$ cat config.mk
export PLATFORM = sky130hd
export DESIGN_NAME = lfu_cache_with_lru_tiebreak
export DESIGN_NICKNAME = d
export VERILOG_FILES = /design/src/rtl/core/lfu_pkg.sv /design/src/rtl/core/lfu_front.sv /design/src/rtl/core/lfu_back.sv /design/src/rtl/core/lfu_cache_with_lru_tiebreak.sv
export VERILOG_INCLUDE_DIRS = /design/src /design/src/rtl/core
export SDC_FILE = /design/constraint.sdc
export NUM_CORES = 2
export LEC_CHECK = 0
export BUFFER_PORTS_ARGS = -buffer_cell sky130_fd_sc_hd__buf_2
export CAP_MARGIN = 10
export CORE_ASPECT_RATIO = 1.75
export CORE_MARGIN = 10
export CORE_UTILIZATION = 50
export CTS_CLUSTER_SIZE = 25
export DETAILED_ROUTE_END_ITERATION = 10
export GPL_ROUTABILITY_DRIVEN = 0
export PLACE_DENSITY = 0.72
export SLEW_MARGIN = 20
export SYNTH_ARGS = -nofsm -noshare
export SYNTH_HDL_FRONTEND = slang
export SYNTH_HIERARCHICAL = 1
export SYNTH_SLANG_ARGS = --single-unit
$ cat constraint.sdc
create_clock -name clk -period 14.2 [get_ports clk]
set_input_delay 2.84 -clock clk [delete_from_list [all_inputs] [get_ports clk]]
set_output_delay 2.84 -clock clk [all_outputs]
set_load 0.02 [all_outputs]
$ cat src/rtl/core/lfu_cache_with_lru_tiebreak_macros.svh
// Assertion macros for the LFU cache.
`ifndef LFU_CACHE_WITH_LRU_TIEBREAK_MACROS_SVH
`define LFU_CACHE_WITH_LRU_TIEBREAK_MACROS_SVH

// Check that an implication holds at every clock edge outside reset.
`define LFU_ASSERT_IMPL(label, clk, rst, ante, cons, msg) \
  label: assert property (@(posedge clk) disable iff (rst) (ante) |-> (cons)) \
    else $error(msg);

// Check that a condition holds in the cycle after a trigger.
`define LFU_ASSERT_NEXT(label, clk, rst, ante, cons, msg) \
  label: assert property (@(posedge clk) disable iff (rst) (ante) |=> (cons)) \
    else $error(msg);

`endif

$ cat src/rtl/core/lfu_pkg.sv
// ----------------------------------------------------------------------------
// lfu_pkg
// Shared types and constants for the LFU cache with LRU tie-break.
// ----------------------------------------------------------------------------
`timescale 1ns / 1ps

package lfu_pkg;

  localparam int unsigned LFU_ENTRIES = 16;
  localparam int unsigned CAP_W = 5;
  localparam int unsigned USES_W = 16;
  localparam int unsigned STAMP_W = 48;
  localparam logic [CAP_W-1:0] CAP_RESET = 5'd16;
  localparam logic [31:0] MISS_VALUE = 32'hFFFF_FFFF;

  typedef enum logic {
    CMD_GET = 1'b0,
    CMD_PUT = 1'b1
  } cmd_t;

  typedef struct packed {
    logic cmd;
    logic signed [31:0] key;
    logic signed [31:0] value;
  } in_item_t;

  typedef struct packed {
    logic hit;
    logic signed [31:0] read_value;
  } out_item_t;

  // Back-end sequencer states.
  typedef enum logic [1:0] {
    ST_IDLE,
    ST_SCAN,
    ST_WRITE,
    ST_OUT
  } state_t;

endpackage

$ cat src/rtl/core/lfu_front.sv
// ----------------------------------------------------------------------------
// lfu_front
// Input stage and two-entry command queue between the port and the back end.
// ----------------------------------------------------------------------------
`timescale 1ns / 1ps

module lfu_front
  import lfu_pkg::*;
(
  input  logic     clk,
  input  logic     rst,
  input  logic     in_valid,
  output logic     in_stall,
  input  in_item_t in_item,
  output logic     q_valid,
  input  logic     q_pop,
  output in_item_t q_item
);

  in_item_t  slots [2];
  logic      wr_ptr;
  logic      rd_ptr;
  logic [1:0] fill;
  logic      push;

  assign in_stall = (fill == 2'd2);
  assign push     = in_valid && !in_stall;
  assign q_valid  = (fill != 2'd0);
  assign q_item   = slots[rd_ptr];

  // Queue storage, written on each input transfer.
  always_ff @(posedge clk) begin
    if (push) begin
      slots[wr_ptr] <= in_item;
    end
  end

  // Queue pointers and fill level.
  always_ff @(posedge clk) begin
    if (rst) begin
      wr_ptr <= 1'b0;
      rd_ptr <= 1'b0;
      fill   <= 2'd0;
    end else begin
      if (push) begin
        wr_ptr <= ~wr_ptr;
      end
      if (q_pop) begin
        rd_ptr <= ~rd_ptr;
      end
      fill <= fill + {1'b0, push} - {1'b0, q_pop};
    end
  end

endmodule

$ cat src/rtl/core/lfu_back.sv
// ----------------------------------------------------------------------------
// lfu_back
// Scans the entries one per cycle for the key match, the free slot and the
// replacement victim, then updates the chosen entry and presents the result.
// ----------------------------------------------------------------------------
`timescale 1ns / 1ps

module lfu_back
  import lfu_pkg::*;
#(
  parameter int unsigned ENTRIES = LFU_ENTRIES
) (
  input  logic             clk,
  input  logic             rst,
  input  logic [CAP_W-1:0] capacity,
  input  logic             q_valid,
  output logic             q_pop,
  input  in_item_t         q_item,
  output logic             out_valid,
  input  logic             out_stall,
  output out_item_t        out_item,
  output state_t           state_dbg
);

  localparam int unsigned IW = (ENTRIES > 1) ? $clog2(ENTRIES) : 1;
  localparam int unsigned CW = $clog2(ENTRIES + 1);

  logic [ENTRIES-1:0] valid;
  logic [31:0]        keys   [ENTRIES];
  logic [31:0]        values [ENTRIES];
  logic [USES_W-1:0]  uses   [ENTRIES];
  logic [STAMP_W-1:0] stamps [ENTRIES];
  logic [STAMP_W-1:0] counter;

  state_t state, state_next;
  in_item_t cur;
  logic [IW-1:0] idx;
  logic [CW-1:0] count;
  logic found, have_free, have_vic;
  logic [IW-1:0] match, freeslot, victim;
  logic [USES_W-1:0] vic_uses;
  logic [STAMP_W-1:0] vic_stamp;
  logic [31:0] match_val;
  logic [CW-1:0] cap_eff;
  logic last;
  logic better;
  out_item_t res;

  assign state_dbg = state;
  assign last = (idx == IW'(ENTRIES - 1));
  assign cap_eff = (32'(capacity) > ENTRIES) ? CW'(ENTRIES) : CW'(capacity);
  assign better = !have_vic || (uses[idx] < vic_uses) ||
                  ((uses[idx] == vic_uses) && (stamps[idx] < vic_stamp));

  // Next-state logic.
  always_comb begin
    state_next = state;
    unique case (state)
      ST_IDLE:  if (q_valid) state_next = ST_SCAN;
      ST_SCAN:  if (last) state_next = ST_WRITE;
      ST_WRITE: state_next = ST_OUT;
      ST_OUT:   if (!out_stall) state_next = ST_IDLE;
      default:  state_next = ST_IDLE;
    endcase
  end

  // Output decode.
  always_comb begin
    q_pop     = (state == ST_IDLE) && q_valid;
    out_valid = (state == ST_OUT);
    out_item  = res;
  end

  always_ff @(posedge clk) begin
    if (rst) begin
      state   <= ST_IDLE;
      valid   <= '0;
      counter <= '0;
    end else begin
      state <= state_next;
      if (state == ST_WRITE) begin
        counter <= counter + 1'b1;
        if (cur.cmd == CMD_PUT && cap_eff != '0 && !found) begin
          if ((count >= cap_eff && have_vic) || !have_free) begin
            valid[victim] <= 1'b1;
          end else begin
            valid[freeslot] <= 1'b1;
          end
        end
      end
    end
  end

  // Scan bookkeeping and entry payload updates.
  always_ff @(posedge clk) begin
    logic [IW-1:0] slot;
    slot = ((count >= cap_eff && have_vic) || !have_free) ? victim : freeslot;
    unique case (state)
      ST_IDLE: begin
        cur       <= q_item;
        idx       <= '0;
        count     <= '0;
        found     <= 1'b0;
        have_free <= 1'b0;
        have_vic  <= 1'b0;
      end
      ST_SCAN: begin
        idx <= idx + 1'b1;
        if (!valid[idx]) begin
          if (!have_free) begin
            have_free <= 1'b1;
            freeslot  <= idx;
          end
        end else begin
          count <= count + 1'b1;
          if (!found && keys[idx] == cur.key) begin
            found     <= 1'b1;
            match     <= idx;
            match_val <= values[idx];
          end
          if (better) begin
            have_vic  <= 1'b1;
            victim    <= idx;
            vic_uses  <= uses[idx];
            vic_stamp <= stamps[idx];
          end
        end
      end
      ST_WRITE: begin
        res.hit        <= 1'b0;
        res.read_value <= MISS_VALUE;
        if (found && (cur.cmd == CMD_GET || cap_eff != '0)) begin
          if (uses[match] != '1) begin
            uses[match] <= uses[match] + 1'b1;
          end
          stamps[match] <= counter;
        end
        if (cur.cmd == CMD_GET) begin
          if (found) begin
            res.hit        <= 1'b1;
            res.read_value <= match_val;
          end
        end else if (cap_eff != '0) begin
          if (found) begin
            values[match] <= cur.value;
          end else begin
            keys[slot]   <= cur.key;
            values[slot] <= cur.value;
            uses[slot]   <= USES_W'(1);
            stamps[slot] <= counter;
          end
        end
      end
      ST_OUT: begin
      end
      default: begin
      end
    endcase
  end

endmodule

$ cat src/rtl/core/lfu_cache_with_lru_tiebreak.sv
// ----------------------------------------------------------------------------
// lfu_cache_with_lru_tiebreak
// Key-value cache with least-frequently-used replacement, ties to the oldest.
// ----------------------------------------------------------------------------
// Each item passes through the back-end states in order: a start state, a scan
// of every entry, one entry per cycle, that finds the key match, the free slot
// and the victim, a write-back state and a result state. A two-item queue
// takes input transfers while the back end works, and the result register
// holds a finished result until it is taken.
`timescale 1ns / 1ps

`include "lfu_cache_with_lru_tiebreak_macros.svh"

module lfu_cache_with_lru_tiebreak
  import lfu_pkg::*;
#(
  parameter int unsigned ENTRIES = LFU_ENTRIES
) (
  input  logic             clk,
  input  logic             rst,
  input  logic             cfg_we,
  input  logic [CAP_W-1:0] cfg_data,
  input  logic             in_valid,
  output logic             in_stall,
  input  in_item_t         in_item,
  output logic             out_valid,
  input  logic             out_stall,
  output out_item_t        out_item
);

  logic [CAP_W-1:0] capacity;
  logic     q_valid;
  logic     q_pop;
  in_item_t q_item;
  state_t   st;
  logic     res_miss;
  logic     res_neg_one;

  // Capacity register.
  always_ff @(posedge clk) begin
    if (rst) begin
      capacity <= CAP_RESET;
    end else if (cfg_we) begin
      capacity <= cfg_data;
    end
  end

  lfu_front u_front (
    .clk(clk), .rst(rst), .in_valid(in_valid), .in_stall(in_stall),
    .in_item(in_item), .q_valid(q_valid), .q_pop(q_pop), .q_item(q_item)
  );

  lfu_back #(.ENTRIES(ENTRIES)) u_back (
    .clk(clk), .rst(rst), .capacity(capacity), .q_valid(q_valid),
    .q_pop(q_pop), .q_item(q_item), .out_valid(out_valid),
    .out_stall(out_stall), .out_item(out_item), .state_dbg(st)
  );

  // Terms used by the checks below.
  assign res_miss    = out_valid && !out_item.hit;
  assign res_neg_one = (out_item.read_value == MISS_VALUE);

  // A result without a hit reads -1.
  `LFU_ASSERT_IMPL(a_miss_value, clk, rst, res_miss, res_neg_one, "miss must read -1")
  // The queue is only popped while it holds an item.
  `LFU_ASSERT_IMPL(a_pop_nonempty, clk, rst, q_pop, q_valid, "pop from empty queue")
  // A stalled result stays presented.
  `LFU_ASSERT_NEXT(a_out_hold, clk, rst, out_valid && out_stall, out_valid, "result dropped")
  // A result is only presented from the output state.
  `LFU_ASSERT_IMPL(a_out_state, clk, rst, out_valid, st == ST_OUT, "result outside output state")

endmodule

==> flow_summary.toml <==
[timing]
min_period_ps = 6780
final-setup-viol-count = 0
tns_ps = 0
drv_slew = 0
finClkSkew_ps = 87.7
max_slew_margin_pct = 24.0
hold_violations = 0
fmax_mhz = 148
tightestPinTransition_ps = 1130
rsz0062_at_grt = "no"
whs_ps = 467
timing.final.crit_share_pct = 47.7

[setup_path]
path_max_fanout = 46
crit_top_cell = "buf_4"
cp.depth = 14
cp_slowest_cell = "dfxtp_4"
crit_type = "flop to flop"
end_kind = "flop"
start_kind = "flop"
ff2ff_path_depth = 14
slowest_delay_ps = 900
cp.buffers_inverters = 4
path_cells = "buf_4 -> buf_4 -> mux4_2 -> mux4_2 -> ha_1 -> nand2_1 -> nor3_1 -> nand3_1 -> or3_1 -> or4_1 -> o2111ai_1 -> nand2_4 -> buf_4 -> buf_16"
crit_family = "buffers and inverters"
r2r_slack_ps = 7420
worst_ep_required_time_ps = 14720
reg2reg_to = "u_back/vic_uses[2]"
cp-endpoint = "u_back/vic_uses[2]"
cp.arrival_ps = 7290

[pwr]
power_mw = 19.1
p_per_area_mw_per_mm2 = 175
p_leak_nw = 34.8
peakVddDrop_v = 0.000157

[logic_synthesis]
synthMostInstantiatedCell = "edfxtp_1"
syn_avg_cell_area_um2 = 20.7
yosysTopAreaCell = "edfxtp_1"
syn_nets = 4896
synthCells = 4743
synthTopCellsByArea = "edfxtp_1 73%, mux4_2 13%, mux2i_1 2.0%"
synth.distinct_cells = 75
yosys_warnings = 6
synth_top_flop_cell = "edfxtp_1"
seq_area_frac_synth_pct = 75.0
ys_seq_elements = 2480
synth_common_cells = "2396 x edfxtp_1, 571 x mux4_2, 196 x mux2i_1"
synth_edf_count = 2396
netlist_area_mm2 = 0.0982
yosysTopAreaCellShare_pct = 73.3
ys_async_sr_fraction_pct = 0

[clock_network]
clock-sinks = 2480
cts_setup_buffers = 0
cts_buffer_depth = 4
clk_pin_slew_ps = 70
htree_levels = 4
clk_latency_ps = 880
ctsResizeCount = 0
tritoncts = "built"
cts_root_buffer = "clkbuf_16"
postCtsHoldBufs = 0
cts_buffers = 214

[placement]
hpwlAfterDp_um = 117000
numPortBuffers = 109
dpl_cell_area_mm2 = 0.102

[route]
drtAntennaViolNets = 0
dr.first_iter.drc_count = 4241
firstDrtPassIters = 5
wirelength_um = 219000
routedWlPerCell_um = 28.3
via_per_inst = 6.10
drc = 0
dr_total_vias = 47200

[grt]
grt_antenna_before_repair = 8
grt_usage_pct = 20.1
overflow = 0
grt_pass1_vias = 49400
grt_max_degree = 144
grt_pass1_wl_um = 324000

[floorplan]
start_util_pct = 50.2
core_mm2 = 0.196
die_area_mm2 = 0.215
die_x_um = 355
die_h_um = 606
ios = 110
placementRows = 215

[cells_and_area]
fill_cells = 14200
drive_gt1_share_pct = 25.6
nets = 5113
stdcell_area_mm2 = 0.109
multi_input_area_mm2 = 0.0235
area_growth_pct = 11.2
ff_latch_area_mm2 = 0.0737

[hold_path]
hp-class = "flop to flop"
hold_depth = 2

[status]
status = "completed"

[run]
maxCapViolCount = 0
per-layer routing:
metal  routed length, um  part of all wire, %  track usage, %  vias up
met3               13500                  6.2            2.69      390
met4                6880                  3.1            6.54        0
li1                    -                    -               -    20000
met2              117000                   54            36.4     1760
met5                   0                    0               0        -
met1               81300                   37            24.9    25100
report_power, final:
group,switching (mW),total [mW],internal (mW)
clock,2.54,5.76,3.21
combinational,2.10,3.88,1.78
sequential,0.596,9.46,8.86
cell usage in the layout (no fill, tap or decap), drive strengths merged, types with 84 or more instances in the layout:
master  count
mux4      573
nand2     135
clkbuf    283
mux2       98
o21ai      87
buf       234
nor2      121
dfxtp      84
edfxtp   2396
inv        90
mux2i     196
how the worst min path moves through the flow:
| stage | startpoint | to |
|---|---|---|
| global placement | u_back/valid[15] | u_back/valid[15] |
| floorplan | u_back/valid[15] | u_back/valid[15] |
| global route | u_back/valid[0] | u_back/valid[0] |
| detailed placement | u_back/valid[3] | u_back/valid[3] |
| finish | u_back/valid[15] | u_back/valid[15] |
| CTS | u_back/valid[15] | u_back/valid[15] |
flip-flops by register name, indices dropped and copies added (netlist names), 2 cells and up, named ones only:
signal / flops
u_front/fill: 2
u_back/vic_stamp: 48
u_back/uses: 256
u_back/values: 512
u_back/vic_uses: 16
u_back/counter: 48
u_back/idx: 4
u_back/freeslot: 4
u_back/match: 4
u_back/out_item: 33
u_front/slots: 130
u_back/state_dbg: 2
capacity: 5
u_back/count: 5
u_back/valid: 16
u_back/match_val: 32
u_back/cur: 65
u_back/stamps: 768
u_back/victim: 4
u_back/keys: 512
stage by stage:
step | std cells | utilization [%] | setup slack (ps)
after floorplan | 4743 | - | 7350
final | 7736 | 55.8 | 7420
after CTS | 7732 | 55.8 | 7060
after global routing | 7734 | 55.8 | 6890
after detailed placement | 7347 | 52.3 | 7150
after global placement | 7347 | 52.3 | 7220
cells by family (layout without fill, tap and decap cells):
group	count (synthesis)	in the layout	synth area share [%]
flops	2480	2480	75.0
mux	867	867	16.5
simple gates	542	542	2.80
compound gates	368	368	2.46
buf+inv	321	707	1.49
xor+xnor	87	87	0.776
fa+ha+maj	78	78	0.994
other cells	0	3	0
tightest hold or removal path: stages (launching register included):
cell,delay [ps]
dfxtp_1,310
inv_1,50
a21oi_1,60
final cells by class:
cell class              instances  share of cell area, %
clock inverters               102                  0.910
repair buffers                234                   1.42
flip-flops and latches       2480                   67.5
inverters                      88                  0.308
diodes                          3                0.00688
multi-input cells            1942                   21.5
well taps                    2604                   2.98
clock buffers                 283                   5.37
No activity file was read; power rests on OpenSTA's default activity.
